## src/sv/wtpc_pkg.sv

```systemverilog
`default_nettype none

package wtpc_pkg;

    localparam int CELL_COUNT    = 9;
    localparam int PATTERN_COUNT = 46;
    localparam int CELL_W        = 4;
    localparam int SPRITE_W      = 6;

    localparam logic [CELL_W-1:0] CT_LAST_PATH  = 4'd4;
    localparam logic [CELL_W-1:0] CT_WALL       = 4'd5;
    localparam logic [CELL_W-1:0] CT_GHOST_WALL = 4'd6;
    localparam logic [CELL_W-1:0] CT_DOOR       = 4'd7;

    typedef enum logic [2:0] {
        S_ANY,
        S_PTH,
        S_OUT,
        S_WAL,
        S_GHW,
        S_AWL,
        S_WOO,
        S_DOR
    } sym_t;

    typedef sym_t [CELL_COUNT-1:0] cells_t;

    typedef struct packed {
        logic [SPRITE_W-1:0] sprite;
        cells_t              cells;
    } pat_t;

    typedef struct packed {
        logic [CELL_W-1:0] cell_nw;
        logic [CELL_W-1:0] cell_n;
        logic [CELL_W-1:0] cell_ne;
        logic [CELL_W-1:0] cell_w;
        logic [CELL_W-1:0] cell_c;
        logic [CELL_W-1:0] cell_e;
        logic [CELL_W-1:0] cell_sw;
        logic [CELL_W-1:0] cell_s;
        logic [CELL_W-1:0] cell_se;
        logic [CELL_COUNT-1:0] outside_mask;
    } item_t;

    typedef struct packed {
        logic                has_sprite;
        logic [SPRITE_W-1:0] sprite_index;
        logic                pattern_miss;
    } result_t;

    // nw first, se last; nw lands in cell 0
    function automatic cells_t pk(input sym_t c0, input sym_t c1, input sym_t c2,
                                 input sym_t c3, input sym_t c4, input sym_t c5,
                                 input sym_t c6, input sym_t c7, input sym_t c8);
        cells_t r;
        r[0] = c0; r[1] = c1; r[2] = c2;
        r[3] = c3; r[4] = c4; r[5] = c5;
        r[6] = c6; r[7] = c7; r[8] = c8;
        return r;
    endfunction

    function automatic logic sym_match(input sym_t sym, input logic [CELL_W-1:0] content,
                                       input logic outside);
        logic m;
        case (sym)
            S_ANY:   m = 1'b1;
            S_PTH:   m = !outside && (content <= CT_LAST_PATH);
            S_OUT:   m = outside;
            S_WAL:   m = (content == CT_WALL);
            S_GHW:   m = (content == CT_GHOST_WALL);
            S_AWL:   m = (content == CT_WALL) || (content == CT_GHOST_WALL);
            S_WOO:   m = (content == CT_WALL) || (content == CT_GHOST_WALL) || outside;
            S_DOR:   m = (content == CT_DOOR);
            default: m = 1'b0;
        endcase
        return m;
    endfunction

    localparam pat_t PATTERNS [PATTERN_COUNT] = '{
        '{6'd0,  pk(S_WAL,S_WAL,S_WAL, S_WAL,S_WAL,S_WAL, S_WAL,S_WAL,S_WAL)},
        '{6'd1,  pk(S_ANY,S_WAL,S_WAL, S_PTH,S_WAL,S_WAL, S_ANY,S_WAL,S_WAL)},
        '{6'd2,  pk(S_ANY,S_PTH,S_ANY, S_WAL,S_WAL,S_WAL, S_WAL,S_WAL,S_WAL)},
        '{6'd3,  pk(S_WAL,S_WAL,S_ANY, S_WAL,S_WAL,S_PTH, S_WAL,S_WAL,S_ANY)},
        '{6'd4,  pk(S_WAL,S_WAL,S_WAL, S_WAL,S_WAL,S_WAL, S_ANY,S_PTH,S_ANY)},
        '{6'd5,  pk(S_PTH,S_PTH,S_PTH, S_PTH,S_WAL,S_WAL, S_PTH,S_WAL,S_WAL)},
        '{6'd6,  pk(S_PTH,S_PTH,S_PTH, S_WAL,S_WAL,S_PTH, S_WAL,S_WAL,S_PTH)},
        '{6'd7,  pk(S_WAL,S_WAL,S_PTH, S_WAL,S_WAL,S_PTH, S_PTH,S_PTH,S_PTH)},
        '{6'd8,  pk(S_PTH,S_WAL,S_WAL, S_PTH,S_WAL,S_WAL, S_PTH,S_PTH,S_PTH)},
        '{6'd9,  pk(S_PTH,S_WAL,S_WAL, S_WAL,S_WAL,S_WAL, S_WAL,S_WAL,S_WAL)},
        '{6'd10, pk(S_WAL,S_WAL,S_PTH, S_WAL,S_WAL,S_WAL, S_WAL,S_WAL,S_WAL)},
        '{6'd11, pk(S_WAL,S_WAL,S_WAL, S_WAL,S_WAL,S_WAL, S_WAL,S_WAL,S_PTH)},
        '{6'd12, pk(S_WAL,S_WAL,S_WAL, S_WAL,S_WAL,S_WAL, S_PTH,S_WAL,S_WAL)},
        '{6'd17, pk(S_PTH,S_PTH,S_ANY, S_PTH,S_WAL,S_WOO, S_ANY,S_WAL,S_OUT)},
        '{6'd18, pk(S_ANY,S_PTH,S_PTH, S_WOO,S_WAL,S_PTH, S_OUT,S_WAL,S_ANY)},
        '{6'd19, pk(S_OUT,S_WAL,S_ANY, S_WOO,S_WAL,S_PTH, S_ANY,S_PTH,S_PTH)},
        '{6'd20, pk(S_ANY,S_WAL,S_OUT, S_PTH,S_WAL,S_WOO, S_PTH,S_PTH,S_ANY)},
        '{6'd13, pk(S_ANY,S_ANY,S_ANY, S_PTH,S_AWL,S_OUT, S_ANY,S_ANY,S_ANY)},
        '{6'd14, pk(S_ANY,S_PTH,S_ANY, S_ANY,S_AWL,S_ANY, S_ANY,S_OUT,S_ANY)},
        '{6'd15, pk(S_ANY,S_ANY,S_ANY, S_OUT,S_AWL,S_PTH, S_ANY,S_ANY,S_ANY)},
        '{6'd16, pk(S_ANY,S_OUT,S_ANY, S_ANY,S_AWL,S_ANY, S_ANY,S_PTH,S_ANY)},
        '{6'd21, pk(S_ANY,S_ANY,S_ANY, S_ANY,S_DOR,S_ANY, S_ANY,S_ANY,S_ANY)},
        '{6'd22, pk(S_PTH,S_WAL,S_ANY, S_WAL,S_WAL,S_OUT, S_ANY,S_OUT,S_OUT)},
        '{6'd23, pk(S_ANY,S_WAL,S_PTH, S_OUT,S_WAL,S_WAL, S_OUT,S_OUT,S_ANY)},
        '{6'd24, pk(S_OUT,S_OUT,S_ANY, S_OUT,S_WAL,S_WAL, S_ANY,S_WAL,S_PTH)},
        '{6'd25, pk(S_ANY,S_OUT,S_OUT, S_WAL,S_WAL,S_OUT, S_PTH,S_WAL,S_ANY)},
        '{6'd26, pk(S_PTH,S_WAL,S_OUT, S_WAL,S_WAL,S_OUT, S_WAL,S_WAL,S_OUT)},
        '{6'd27, pk(S_OUT,S_WAL,S_PTH, S_OUT,S_WAL,S_WAL, S_OUT,S_WAL,S_WAL)},
        '{6'd28, pk(S_OUT,S_WAL,S_WAL, S_OUT,S_WAL,S_WAL, S_OUT,S_WAL,S_PTH)},
        '{6'd29, pk(S_WAL,S_WAL,S_OUT, S_WAL,S_WAL,S_OUT, S_PTH,S_WAL,S_OUT)},
        '{6'd30, pk(S_PTH,S_WAL,S_WAL, S_WAL,S_WAL,S_WAL, S_OUT,S_OUT,S_OUT)},
        '{6'd31, pk(S_WAL,S_WAL,S_PTH, S_WAL,S_WAL,S_WAL, S_OUT,S_OUT,S_OUT)},
        '{6'd32, pk(S_OUT,S_OUT,S_OUT, S_WAL,S_WAL,S_WAL, S_WAL,S_WAL,S_PTH)},
        '{6'd33, pk(S_OUT,S_OUT,S_OUT, S_WAL,S_WAL,S_WAL, S_PTH,S_WAL,S_WAL)},
        '{6'd34, pk(S_PTH,S_PTH,S_PTH, S_PTH,S_GHW,S_GHW, S_PTH,S_GHW,S_OUT)},
        '{6'd35, pk(S_PTH,S_PTH,S_PTH, S_GHW,S_GHW,S_PTH, S_OUT,S_GHW,S_PTH)},
        '{6'd36, pk(S_OUT,S_GHW,S_PTH, S_GHW,S_GHW,S_PTH, S_PTH,S_PTH,S_PTH)},
        '{6'd37, pk(S_PTH,S_GHW,S_OUT, S_PTH,S_GHW,S_GHW, S_PTH,S_PTH,S_PTH)},
        '{6'd38, pk(S_OUT,S_PTH,S_ANY, S_OUT,S_WAL,S_WAL, S_OUT,S_WAL,S_WAL)},
        '{6'd39, pk(S_ANY,S_PTH,S_OUT, S_WAL,S_WAL,S_OUT, S_WAL,S_WAL,S_OUT)},
        '{6'd40, pk(S_OUT,S_WAL,S_WAL, S_OUT,S_WAL,S_WAL, S_OUT,S_PTH,S_ANY)},
        '{6'd41, pk(S_WAL,S_WAL,S_OUT, S_WAL,S_WAL,S_OUT, S_ANY,S_PTH,S_OUT)},
        '{6'd42, pk(S_OUT,S_OUT,S_OUT, S_PTH,S_WAL,S_WAL, S_ANY,S_WAL,S_WAL)},
        '{6'd43, pk(S_OUT,S_OUT,S_OUT, S_WAL,S_WAL,S_PTH, S_WAL,S_WAL,S_ANY)},
        '{6'd44, pk(S_ANY,S_WAL,S_WAL, S_PTH,S_WAL,S_WAL, S_OUT,S_OUT,S_OUT)},
        '{6'd45, pk(S_WAL,S_WAL,S_ANY, S_WAL,S_WAL,S_PTH, S_OUT,S_OUT,S_OUT)}
    };

endpackage

`default_nettype wire

```

## src/sv/wall_tile_pattern_classifier.sv

```systemverilog
// Channel | Handshake           | Payload
// ------- | ------------------- | ---------------------------------------
// input   | start, busy         | item   (nine cell codes, outside_mask)
// result  | done (one cycle)    | result (has_sprite, sprite_index, miss)
//
// One beat is taken every cycle; busy stays low.
// Each result appears on done once its start beat has passed the input
// register and then the 46-pattern compare and first-match select into the
// result register.
// Reset clears both valid flags; nothing is lost since no state spans beats.
// The receiver cannot stall; done is a one-cycle strobe.
`default_nettype none

module wall_tile_pattern_classifier (
    input  wire logic              clk,
    input  wire logic              rst_n,
    input  wire logic              start,
    output logic                   busy,
    input  wire wtpc_pkg::item_t   item,
    output logic                   done,
    output wtpc_pkg::result_t      result
);
    import wtpc_pkg::*;

    logic    in_valid_reg;
    item_t   item_reg;
    logic    out_valid_reg;
    result_t result_reg;
    result_t result_next;

    logic [CELL_W-1:0]        cells [CELL_COUNT];
    logic [PATTERN_COUNT-1:0] hit;
    logic                     centre_wall;
    logic [SPRITE_W-1:0]      first_sprite;

    assign busy = 1'b0;

    always_comb
    begin
        cells[0] = item_reg.cell_nw;
        cells[1] = item_reg.cell_n;
        cells[2] = item_reg.cell_ne;
        cells[3] = item_reg.cell_w;
        cells[4] = item_reg.cell_c;
        cells[5] = item_reg.cell_e;
        cells[6] = item_reg.cell_sw;
        cells[7] = item_reg.cell_s;
        cells[8] = item_reg.cell_se;
    end

    always_comb
    begin
        for (int p = 0; p < PATTERN_COUNT; p++)
        begin
            hit[p] = 1'b1;
            for (int k = 0; k < CELL_COUNT; k++)
            begin
                hit[p] = hit[p] &&
                         sym_match(PATTERNS[p].cells[k], cells[k], item_reg.outside_mask[k]);
            end
        end
    end

    // first match in table order wins
    always_comb
    begin
        first_sprite = '0;
        for (int p = PATTERN_COUNT - 1; p >= 0; p--)
        begin
            if (hit[p])
            begin
                first_sprite = PATTERNS[p].sprite;
            end
        end
    end

    assign centre_wall = (item_reg.cell_c == CT_WALL) ||
                         (item_reg.cell_c == CT_GHOST_WALL) ||
                         (item_reg.cell_c == CT_DOOR);

    always_comb
    begin
        result_next = '0;
        if (centre_wall)
        begin
            if (|hit)
            begin
                result_next.has_sprite   = 1'b1;
                result_next.sprite_index = first_sprite;
            end
            else
            begin
                result_next.pattern_miss = 1'b1;
            end
        end
    end

    always_ff @(posedge clk or negedge rst_n)
    begin
        if (!rst_n)
        begin
            in_valid_reg  <= 1'b0;
            out_valid_reg <= 1'b0;
            result_reg    <= '0;
        end
        else
        begin
            in_valid_reg  <= start && !busy;
            out_valid_reg <= in_valid_reg;
            if (in_valid_reg)
            begin
                result_reg <= result_next;
            end
        end
    end

    always_ff @(posedge clk)
    begin
        if (start && !busy)
        begin
            item_reg <= item;
        end
    end

    assign done   = out_valid_reg;
    assign result = result_reg;

    a_flags_exclusive: assert property (@(posedge clk) disable iff (!rst_n)
        done |-> !(result.has_sprite && result.pattern_miss))
        else $error("sprite and miss flagged together");

    a_index_zero_without_sprite: assert property (@(posedge clk) disable iff (!rst_n)
        (done && !result.has_sprite) |-> (result.sprite_index == '0))
        else $error("sprite index set without sprite");

    a_done_follows_start: assert property (@(posedge clk) disable iff (!rst_n)
        done |-> $past(start, 2))
        else $error("result without a start beat two cycles earlier");

    a_hold_when_idle: assert property (@(posedge clk) disable iff (!rst_n)
        !in_valid_reg |=> $stable(result_reg))
        else $error("result register moved without a beat in flight");

endmodule

`default_nettype wire

```

## config.mk

```make
export PLATFORM = sky130hd
export DESIGN_NAME = wall_tile_pattern_classifier
export DESIGN_NICKNAME = d
export VERILOG_FILES = /design/src/sv/wtpc_pkg.sv /design/src/sv/wall_tile_pattern_classifier.sv
export SDC_FILE = /design/constraint.sdc
export NUM_CORES = 1
export LEC_CHECK = 0
export BUFFER_PORTS_ARGS = -buffer_cell sky130_fd_sc_hd__buf_4
export CAP_MARGIN = 10
export CORE_MARGIN = 3
export CORE_UTILIZATION = 55
export DETAILED_ROUTE_END_ITERATION = 8
export GPL_ROUTABILITY_DRIVEN = 0
export PLACE_DENSITY_LB_ADDON = 0.05
export SYNTH_ARGS = -nofsm -noshare
export SYNTH_HDL_FRONTEND = slang
export SYNTH_SLANG_ARGS = --single-unit
```

## constraint.sdc

```tcl
create_clock -name clk -period 8.8 [get_ports clk]
set_clock_uncertainty 0.2 [all_clocks]
set_input_delay 0 -clock clk [delete_from_list [all_inputs] [get_ports clk]]
set_output_delay 0 -clock clk [all_outputs]
set_load 0.01 [all_outputs]
```

After elaboration in Yosys (flattened, before gate mapping) --
Cells that the tools add are included.
Storage, ports and cells: output and inout bits 10, logic and storage cells 335, input bits 48, bits in registers 55
Cells by class: reductions and logical operators 248, equality and inequality tests 15, mux-type cells 49, $lt $le $gt $ge 8
Operators by type and width (count):
- $mux W6 | 46
- $logic_and A1 B1 Y1 | 233
- $eq A4 B3 Y1 const B | 15
- $reduce_or A46 Y1 | 1
- $le A4 B3 Y1 const B | 8
- $logic_not A1 Y1 | 8
- $mux W8 | 1
- $mux W7 | 1
- $logic_or A1 B1 Y1 | 6
- $mux W1 | 1

Longest topological paths before layout --
Gate-level depths: netlist (run 1).
word-level depth 56, mapped depth 10, depth with buffers taken out 9

Worst setup path after synthesis (run 1) --
No wires, ideal clock.
kind register -> register, from register item_reg, in the netlist cells[17], to register result_reg, in the netlist result[3], path buffers 0, path slack 5897 ps, stages on the path, launching flop included 10, data arrival time 2602 ps, required time 8499 ps, setup time 101 ps, period minus slack after synthesis 2903 ps, path through edfxtp_1 -> and4bb_4 -> nand3_1 -> or3_1 -> nor2b_4 -> and2_1 -> and4_4 -> and2_4 -> or4b_4 -> o32ai_1
On the way: longest elaborated chain between the ends 54, elaborated cells on any way between the ends 226, those cells by class 3 x eq/ne; 48 x mux; 175 x reduce/logical
RTL lines:
- start, declared | RTL line wall_tile_pattern_classifier.sv:26 | item_t item_reg;
- start signal, assigned | RTL line wall_tile_pattern_classifier.sv:121 | item_reg <= item;
- $eq A4 B3 Y1 | RTL line wtpc_pkg.sv:70, wtpc_pkg.sv:72, wall_tile_pattern_classifier.sv:77
- $logic_and A1 B1 Y1 (5 in series) | RTL line wall_tile_pattern_classifier.sv:58 | hit[p] = hit[p] &&
- $mux W6 (46 in series) | RTL line wall_tile_pattern_classifier.sv:70 | if (hit[p])
- $mux W7 | RTL line wall_tile_pattern_classifier.sv:86 | if (|hit)
- $mux W8 * | RTL line wall_tile_pattern_classifier.sv:84 | if (centre_wall)
- end signal, assigned | RTL line wall_tile_pattern_classifier.sv:112 | result_reg <= result_next;
- end, declared | RTL line wall_tile_pattern_classifier.sv:28 | result_t result_reg;
Every way passes the cells marked *; elsewhere a longest branch is shown, timed or not. A chain may end at the register's enable or synchronous reset.

Worst setup path after layout (run 1) --
from register item_reg, in the netlist cells[23], to register result_reg, in the netlist result[3]
On the way: longest elaborated chain between the ends 55, elaborated cells on any way between the ends 220, those cells by class 1 x order compare; 2 x eq/ne; 48 x mux; 169 x reduce/logical
RTL lines (RTL line):
- $le A4 B3 Y1 or $eq A4 B3 Y1 (tied branches) | wtpc_pkg.sv:68, wtpc_pkg.sv:70, wtpc_pkg.sv:73
- $logic_and A1 B1 Y1 (on tied branches) | wtpc_pkg.sv:68, wall_tile_pattern_classifier.sv:58
- $logic_and A1 B1 Y1 (5 in series) | wall_tile_pattern_classifier.sv:58
- $logic_and A1 B1 Y1 or $mux W6 (tied branches) | wall_tile_pattern_classifier.sv:58, wall_tile_pattern_classifier.sv:70
- $mux W6 (45 in series) | wall_tile_pattern_classifier.sv:70
- $mux W7 * | wall_tile_pattern_classifier.sv:86
- $mux W8 * | wall_tile_pattern_classifier.sv:84
Marked as above.

==> results of run 1 <==
-- report_power, final --
part	internal [uW]	total, uW	leakage [uW]	switching, uW
Combinational	42.9	91.6	0.000973	48.6
Clock	56.4	147	0.0000422	90.3
Sequential	297	315	0.000565	18.1
Total	396	553	0.00158	157
-- area by class of cell --
cell class | count | area (um2) | area share, %
flip-flops and latches | 54 | 1572 | 34.80
multi-input cells | 290 | 1837 | 40.68
repair buffers | 102 | 883.3 | 19.56
clock buffers | 5 | 68.82 | 1.524
clock inverters | 3 | 20.02 | 0.4433
well taps | 75 | 93.84 | 2.078
inverters | 11 | 41.29 | 0.9144
-- worst max path at each step --
stage / startpoint / to / slack (ns) / cells after the start
final: cells[23]$_DFFE_PP_ / result[3]$_DFFE_PN0P_ / 5.12 / 9
after global routing: cells[23]$_DFFE_PP_ / result[3]$_DFFE_PN0P_ / 5.04 / 9
after CTS: cells[23]$_DFFE_PP_ / result[3]$_DFFE_PN0P_ / 5.19 / 9
after detailed placement: cells[23]$_DFFE_PP_ / result[3]$_DFFE_PN0P_ / 5.22 / 9
after global placement: cells[23]$_DFFE_PP_ / result[3]$_DFFE_PN0P_ / 5.35 / 9
after floorplan: cells[17]$_DFFE_PP_ / result[3]$_DFFE_PN0P_ / 5.90 / 9
-- metal layers --
metal | track usage [%] | wire length, um | up-vias
met5 | 0 | 0 | -
met4 | 16.40 | 727 | 0
met1 | 40.10 | 4117 | 1684
li1 | - | - | 1637
met2 | 47.39 | 4798 | 338
met3 | 8.069 | 1450 | 106
-- worst max-delay path, stage by stage (launching register included) --
cell and delay [ns]:
sky130_fd_sc_hd__edfxtp_1 0.45, sky130_fd_sc_hd__and4bb_1 0.62, sky130_fd_sc_hd__nand3_1 0.33, sky130_fd_sc_hd__or3_1 0.47, sky130_fd_sc_hd__nor2b_4 0.15, sky130_fd_sc_hd__and2_1 0.16
sky130_fd_sc_hd__and4_4 0.19, sky130_fd_sc_hd__and2_4 0.15, sky130_fd_sc_hd__or4b_4 0.55, sky130_fd_sc_hd__o32ai_1 0.31
-- cells in the final DEF (no fill, tap or decap), types with 3 or more instances in the layout --
cell,netlist,final
sky130_fd_sc_hd__dfrtp_1,10,10
sky130_fd_sc_hd__inv_1,11,11
sky130_fd_sc_hd__nor3_1,29,29
sky130_fd_sc_hd__buf_4,4,55
sky130_fd_sc_hd__a21boi_0,3,3
sky130_fd_sc_hd__o21ai_2,3,3
sky130_fd_sc_hd__o21ai_0,19,19
sky130_fd_sc_hd__nand2_1,31,31
sky130_fd_sc_hd__o21ai_1,5,5
sky130_fd_sc_hd__and3_1,4,4
sky130_fd_sc_hd__clkbuf_8,0,5
sky130_fd_sc_hd__or2_2,3,3
sky130_fd_sc_hd__xor2_1,3,3
sky130_fd_sc_hd__nand4_1,17,17
sky130_fd_sc_hd__edfxtp_1,44,44
sky130_fd_sc_hd__nor2b_1,3,3
sky130_fd_sc_hd__nor2_1,27,27
sky130_fd_sc_hd__o32ai_1,5,5
sky130_fd_sc_hd__a31oi_1,4,4
sky130_fd_sc_hd__dlygate4sd3_1,0,47
sky130_fd_sc_hd__nor4_1,22,22
sky130_fd_sc_hd__or4bb_1,3,3
sky130_fd_sc_hd__nand3_1,28,28
sky130_fd_sc_hd__a21oi_1,12,12
sky130_fd_sc_hd__nand2b_1,7,7
sky130_fd_sc_hd__and4bb_2,6,6
-- metrics by stage --
stage	worst slack [ns]	std cells
4_1_cts	5.194	540
2_1_floorplan	5.897	363
3_3_place_gp	5.353	485
6_report	5.121	540
3_5_place_dp	5.216	485
5_1_grt	5.036	540
-- cell families after synthesis --
family                    count (synthesis)
DFF                                      54
xor gates and xnor gates                  3
and+or+nand+nor                         214
other                                     1
buffers and inverters                    19
AOI/OAI and AO/OA                        72
-- repair_timing --
| item | in CTS | in global routing |
|---|---|---|
| endpoints found under the hold margin | 55 | 0 |
| hold buffers | 47 | 0 |
| endpoints found under the setup margin | 0 | 0 |
==> results.toml, run 1 <==
[logic_synthesis]
synth_area_per_cell_um2 = 9.651
netlist-cell-type-count = 68
netlist.top_cell.by_area = "sky130_fd_sc_hd__edfxtp_1"
ys_warn_count = 0
synth.most_common_cell = "sky130_fd_sc_hd__edfxtp_1"
number_of_enable_type_register_cells_in_the_synthesized_netlist = 44
synth_compound_area_share_pct = 13.89
share_of_synthesized_area_spent_on_multiplexers_pct = 0
post_synth_and_or_nand_nor_area_fraction_pct = 37.68
synth_top_area_share_pct = 37.71
synthCells = 363
post_synth_xor_area_fraction_pct = 0.7500
async_flop_share_pct = 18.52
combinational_family_with_the_most_area_after_synthesis = "simple AND/OR/NAND/NOR gates"
synth_ff_type = "sky130_fd_sc_hd__edfxtp_1"
yosys-top-cells-area = "sky130_fd_sc_hd__edfxtp_1 (38%), sky130_fd_sc_hd__dfrtp_1 (7.1%), sky130_fd_sc_hd__nor3_1 (4.1%)"
post_synthesis_cell_area_um2 = 3503
ys_seq_elements = 54
cell_types_with_the_highest_counts_after_synthesis = "sky130_fd_sc_hd__edfxtp_1 (44), sky130_fd_sc_hd__nand2_1 (31), sky130_fd_sc_hd__nor3_1 (29)"
synth_nets = 411
synth_sequential_area_ratio_pct = 44.86
post_synth_fa_ha_maj_area_fraction_pct = 0

[clock_network]
cts_tree = "yes"
clkSlewWorstSetupHoldPaths_ns = 0.10
cts_resized = 0
clock-root-buffer = "sky130_fd_sc_hd__clkbuf_8"
cts.htree.levels = 2
cts_buf_count = 5
worstSkewPairLatency_ns = 0.32
post_cts_buffers = 0
cts-root-to-sink-buffers = 2
cts_sinks = 54

[flow_run]
cap_violations = 0

[placed_design]
dpl_cell_area_um2 = 3956
dp_hpwl_um = 7622
buffer_ports.inserted = 55

[timing]
final.setup.tns_ns = 0
grt_setup_unrepaired = "false"
timing.final.crit_share_pct = 41.80
worst-slew-pin-transition_ns = 0.6335
achievable-frequency_mhz = 271.8
timing_max_transition_violations_final = 0
timing.final.hold_violations = 0
fin_crit_ns = 3.679
fin_hold_ws_ns = 0.1889
setup_viol = 0
slew_headroom_pct = 57.44

[power]
vdd.ir_drop.worst_v = 0.00008979
power_density_nw_per_um2 = 122.5
total_power_uw = 553.2
p_leak_uw = 0.001580

[global_routing]
grt_antenna_before_repair = 0
grt_max_degree = 46
gr-usage-all-layers_pct = 30.87
first_global_vias = 3525
grt_overflow_total = 0
grt_first_pass_wirelength_um = 17600

[layout]
antenna-diode-count = 0
largest_register_ffs = 36
areaGrowthSynthToFinish_pct = 28.89
filler_cell_count = 439
finish.instance_area_um2 = 4516
final_layout_size_suffix_gt1_share_pct = 20.65
fin_util_pct = 74.50
design.final.nets = 512

[detailed_routing]
drc_violation_count_after_routing = 13
via_count = 3765
routedWlPerCell_um = 20.54
drtAntennaViolNets = 0
drt_wl_total_um = 11090
detail_route.vias_per_cell = 6.972
detailed_routing_iteration_count_for_the_pre_antenna_repair_pass = 9
dr_iter_0_viols = 659

[worst_hold_path]
timing.hold.worst_path_depth = 2
hold_path_end = "cells[23]$_DFFE_PP_"
hold_path_class = "in -> reg"
hold_path.startpoint = "item[32]"

[run_status]
result_of_the_run = "finished with violations"
violations = "DRC"

[critical_path]
critical_path.endpoint_type = "register"
setup.worst_path.class = "reg -> reg"
r2r_end = "result[3]$_DFFE_PN0P_"
arrival_ns = 3.70
critical_path_required_ns = 8.82
cp_max_fo = 11
timing.reg2reg.worst_path_depth = 9
setup_slack_reg_to_reg_ns = 5.12
launching_point_of_the_worst_reg2reg_path = "cells[23]$_DFFE_PP_"
worst_setup_path_start_kind = "register"

[die]
die_x_um = 85.81
die_area_um2 = 7363
design.core.area_um2 = 6061
core.rowCount = 28
num_ports = 58
initial_utilization_pct = 57.80
die_height_um = 85.81
Power figures use the tool's default switching activity.
==> inputs of run 2 (changes only) <==
- clock period: 8.8 -> 3.45 ns (I/O delays scaled with it)
==> results.toml, run 2 (synthesis gave the netlist of run 1 again) <==
[detailed_routing]
dr_iter_0_viols = 800
routedWlPerCell_um = 21.16
via_count = 3908
detail_route.vias_per_cell = 6.856
drc_violation_count_after_routing = 83
drt_wl_total_um = 12060
drtAntennaViolNets = 0
detailed_routing_iteration_count_for_the_pre_antenna_repair_pass = 9

[layout]
finalNonFillerCells = 570
largest_register_ffs = 36
antenna-diode-count = 0
design.final.nets = 542
layout_commonest_cell = "sky130_fd_sc_hd__buf_4"
layout_common_cells = "sky130_fd_sc_hd__buf_4 (84), sky130_fd_sc_hd__dlygate4sd3_1 (47), sky130_fd_sc_hd__edfxtp_1 (44)"
fin_util_pct = 78.70
final_layout_size_suffix_gt1_share_pct = 26.67
filler_cell_count = 391
areaGrowthSynthToFinish_pct = 36.14

[critical_path]
timing.reg2reg.worst_path_depth = 9
cp_max_fo = 13
critical_path.endpoint_type = "register"
setup.worst_path.class = "reg -> reg"
setup_slack_reg_to_reg_ns = 0.14
critical_path_required_ns = 3.46
launching_point_of_the_worst_reg2reg_path = "cells[17]$_DFFE_PP_"
arrival_ns = 3.33
r2r_end = "result[5]$_DFFE_PN0P_"
worst_setup_path_start_kind = "register"

[global_routing]
grt_antenna_before_repair = 0
grt_first_pass_wirelength_um = 19010
first_global_vias = 3756
grt_max_degree = 46
grt_overflow_total = 0
gr-usage-all-layers_pct = 33.36

[clock_network]
worstSkewPairLatency_ns = 0.32
cts.htree.levels = 2
cts-root-to-sink-buffers = 2
cts_buf_count = 5
cts_tree = "yes"
cts_sinks = 54
clkSlewWorstSetupHoldPaths_ns = 0.11
clock-root-buffer = "sky130_fd_sc_hd__clkbuf_8"

[timing]
final.setup.tns_ns = 0
slew_headroom_pct = 61.42
worst-slew-pin-transition_ns = 0.5733
setup_viol = 0
timing_max_transition_violations_final = 0
timing.final.hold_violations = 0
achievable-frequency_mhz = 301.8
fin_crit_ns = 3.314
timing.final.crit_share_pct = 96.05
grt_setup_unrepaired = "false"

[power]
power_density_nw_per_um2 = 300.4
pwr-share-clk_pct = 25.6
vdd.ir_drop.worst_v = 0.0002466
cell_internal_power_uw = 1030
power.net_switching_uw = 403.2
comb_power_share_pct = 18.7
p_leak_uw = 0.001732
power.switching_fraction_pct = 28.14
seq_power_share_pct = 55.7

[die]
num_ports = 58
die_area_um2 = 7363
core.rowCount = 28
initial_utilization_pct = 57.80
die_x_um = 85.81
design.core.area_um2 = 6061
die_height_um = 85.81

[worst_hold_path]
hold_path_class = "in -> reg"
timing.hold.worst_path_depth = 2
hold_path.startpoint = "item[1]"
hold_path_end = "item_reg[1]$_DFFE_PP_"

[placed_design]
dp_hpwl_um = 8270
buffer_ports.inserted = 55
dpl.cell_count = 513

[flow_run]
cap_violations = 0

[run_status]
result_of_the_run = "finished with violations"
violations = "DRC"
==> run 2: cell type report <==
class	instances	area [um2]	share of cell area [%]
tap	75	93.84	1.967
inverter	11	41.29	0.8657
clock buffer	5	68.82	1.443
timing repair buffer	132	1106	23.19
sequential	54	1572	32.95
clock inverter	3	21.27	0.4460
multi-input combinational	290	1867	39.14
==> run 2: worst max path at each step <==
stage                                   start                    end  slack (ns)  depth (start not counted)
after global placement     cells[7]$_DFFE_PP_  result[5]$_DFFE_PN0P_        0.21                          9
after floorplan           cells[17]$_DFFE_PP_  result[3]$_DFFE_PN0P_        0.55                          9
final                     cells[17]$_DFFE_PP_  result[5]$_DFFE_PN0P_        0.14                          9
after detailed placement   cells[7]$_DFFE_PP_  result[5]$_DFFE_PN0P_        0.15                          9
after global routing       cells[5]$_DFFE_PP_  result[3]$_DFFE_PN0P_      0.0007                          9
after CTS                  cells[7]$_DFFE_PP_  result[5]$_DFFE_PN0P_        0.13                          9
==> run 2: metrics by stage <==
stage | area (um2) | power [uW] | hold slack (ns) | worst slack, ns
6_report | 4770 | 1433 | 0.1819 | 0.1362
5_1_grt | 4770 | 1478 | 0.1860 | 0.0007196
4_1_cts | 4727 | 1402 | 0.1961 | 0.1311
3_5_place_dp | 4167 | 1016 | -0.3604 | 0.1539
3_3_place_gp | 4167 | 1010 | -0.3683 | 0.2119
2_1_floorplan | 3503 | 901.0 | -0.4956 | 0.5469
==> run 2: worst max-delay path, stage by stage (launching register included) <==
cell                       delay, ns
sky130_fd_sc_hd__edfxtp_1       0.43
sky130_fd_sc_hd__and4bb_4       0.52
sky130_fd_sc_hd__nand2_1        0.14
sky130_fd_sc_hd__nor4_1         0.51
sky130_fd_sc_hd__nor4_1         0.20
sky130_fd_sc_hd__nand3_1        0.14
sky130_fd_sc_hd__nor3_2         0.06
sky130_fd_sc_hd__and2_4         0.14
sky130_fd_sc_hd__or4b_4         0.55
sky130_fd_sc_hd__o32ai_1        0.31
==> run 2: what timing repair did <==
item                                    CTS  global route
endpoints found under the setup margin    0             3
gates resized for setup                   0             7
hold buffers                             47             0
hold endpoints to repair                 55             0
setup buffers                             0             2
==> run 2: power by group through the flow <==
stage	combinational [uW]	clock (uW)	sequential, uW
floorplan	100	0	801
global placement	204	0	806
detailed placement	207	0	809
CTS	250	358	794
global route	282	391	804
finish	267	367	798
==> run 2: metal layers <==
layer | GRT usage (%) | vias to the layer above | share of wire (%)
met5 | 0 | - | 0
met2 | 52.47 | 326 | 45
li1 | - | 1703 | -
met1 | 42.79 | 1776 | 36
met3 | 7.877 | 103 | 12
met4 | 17.55 | 0 | 6.8
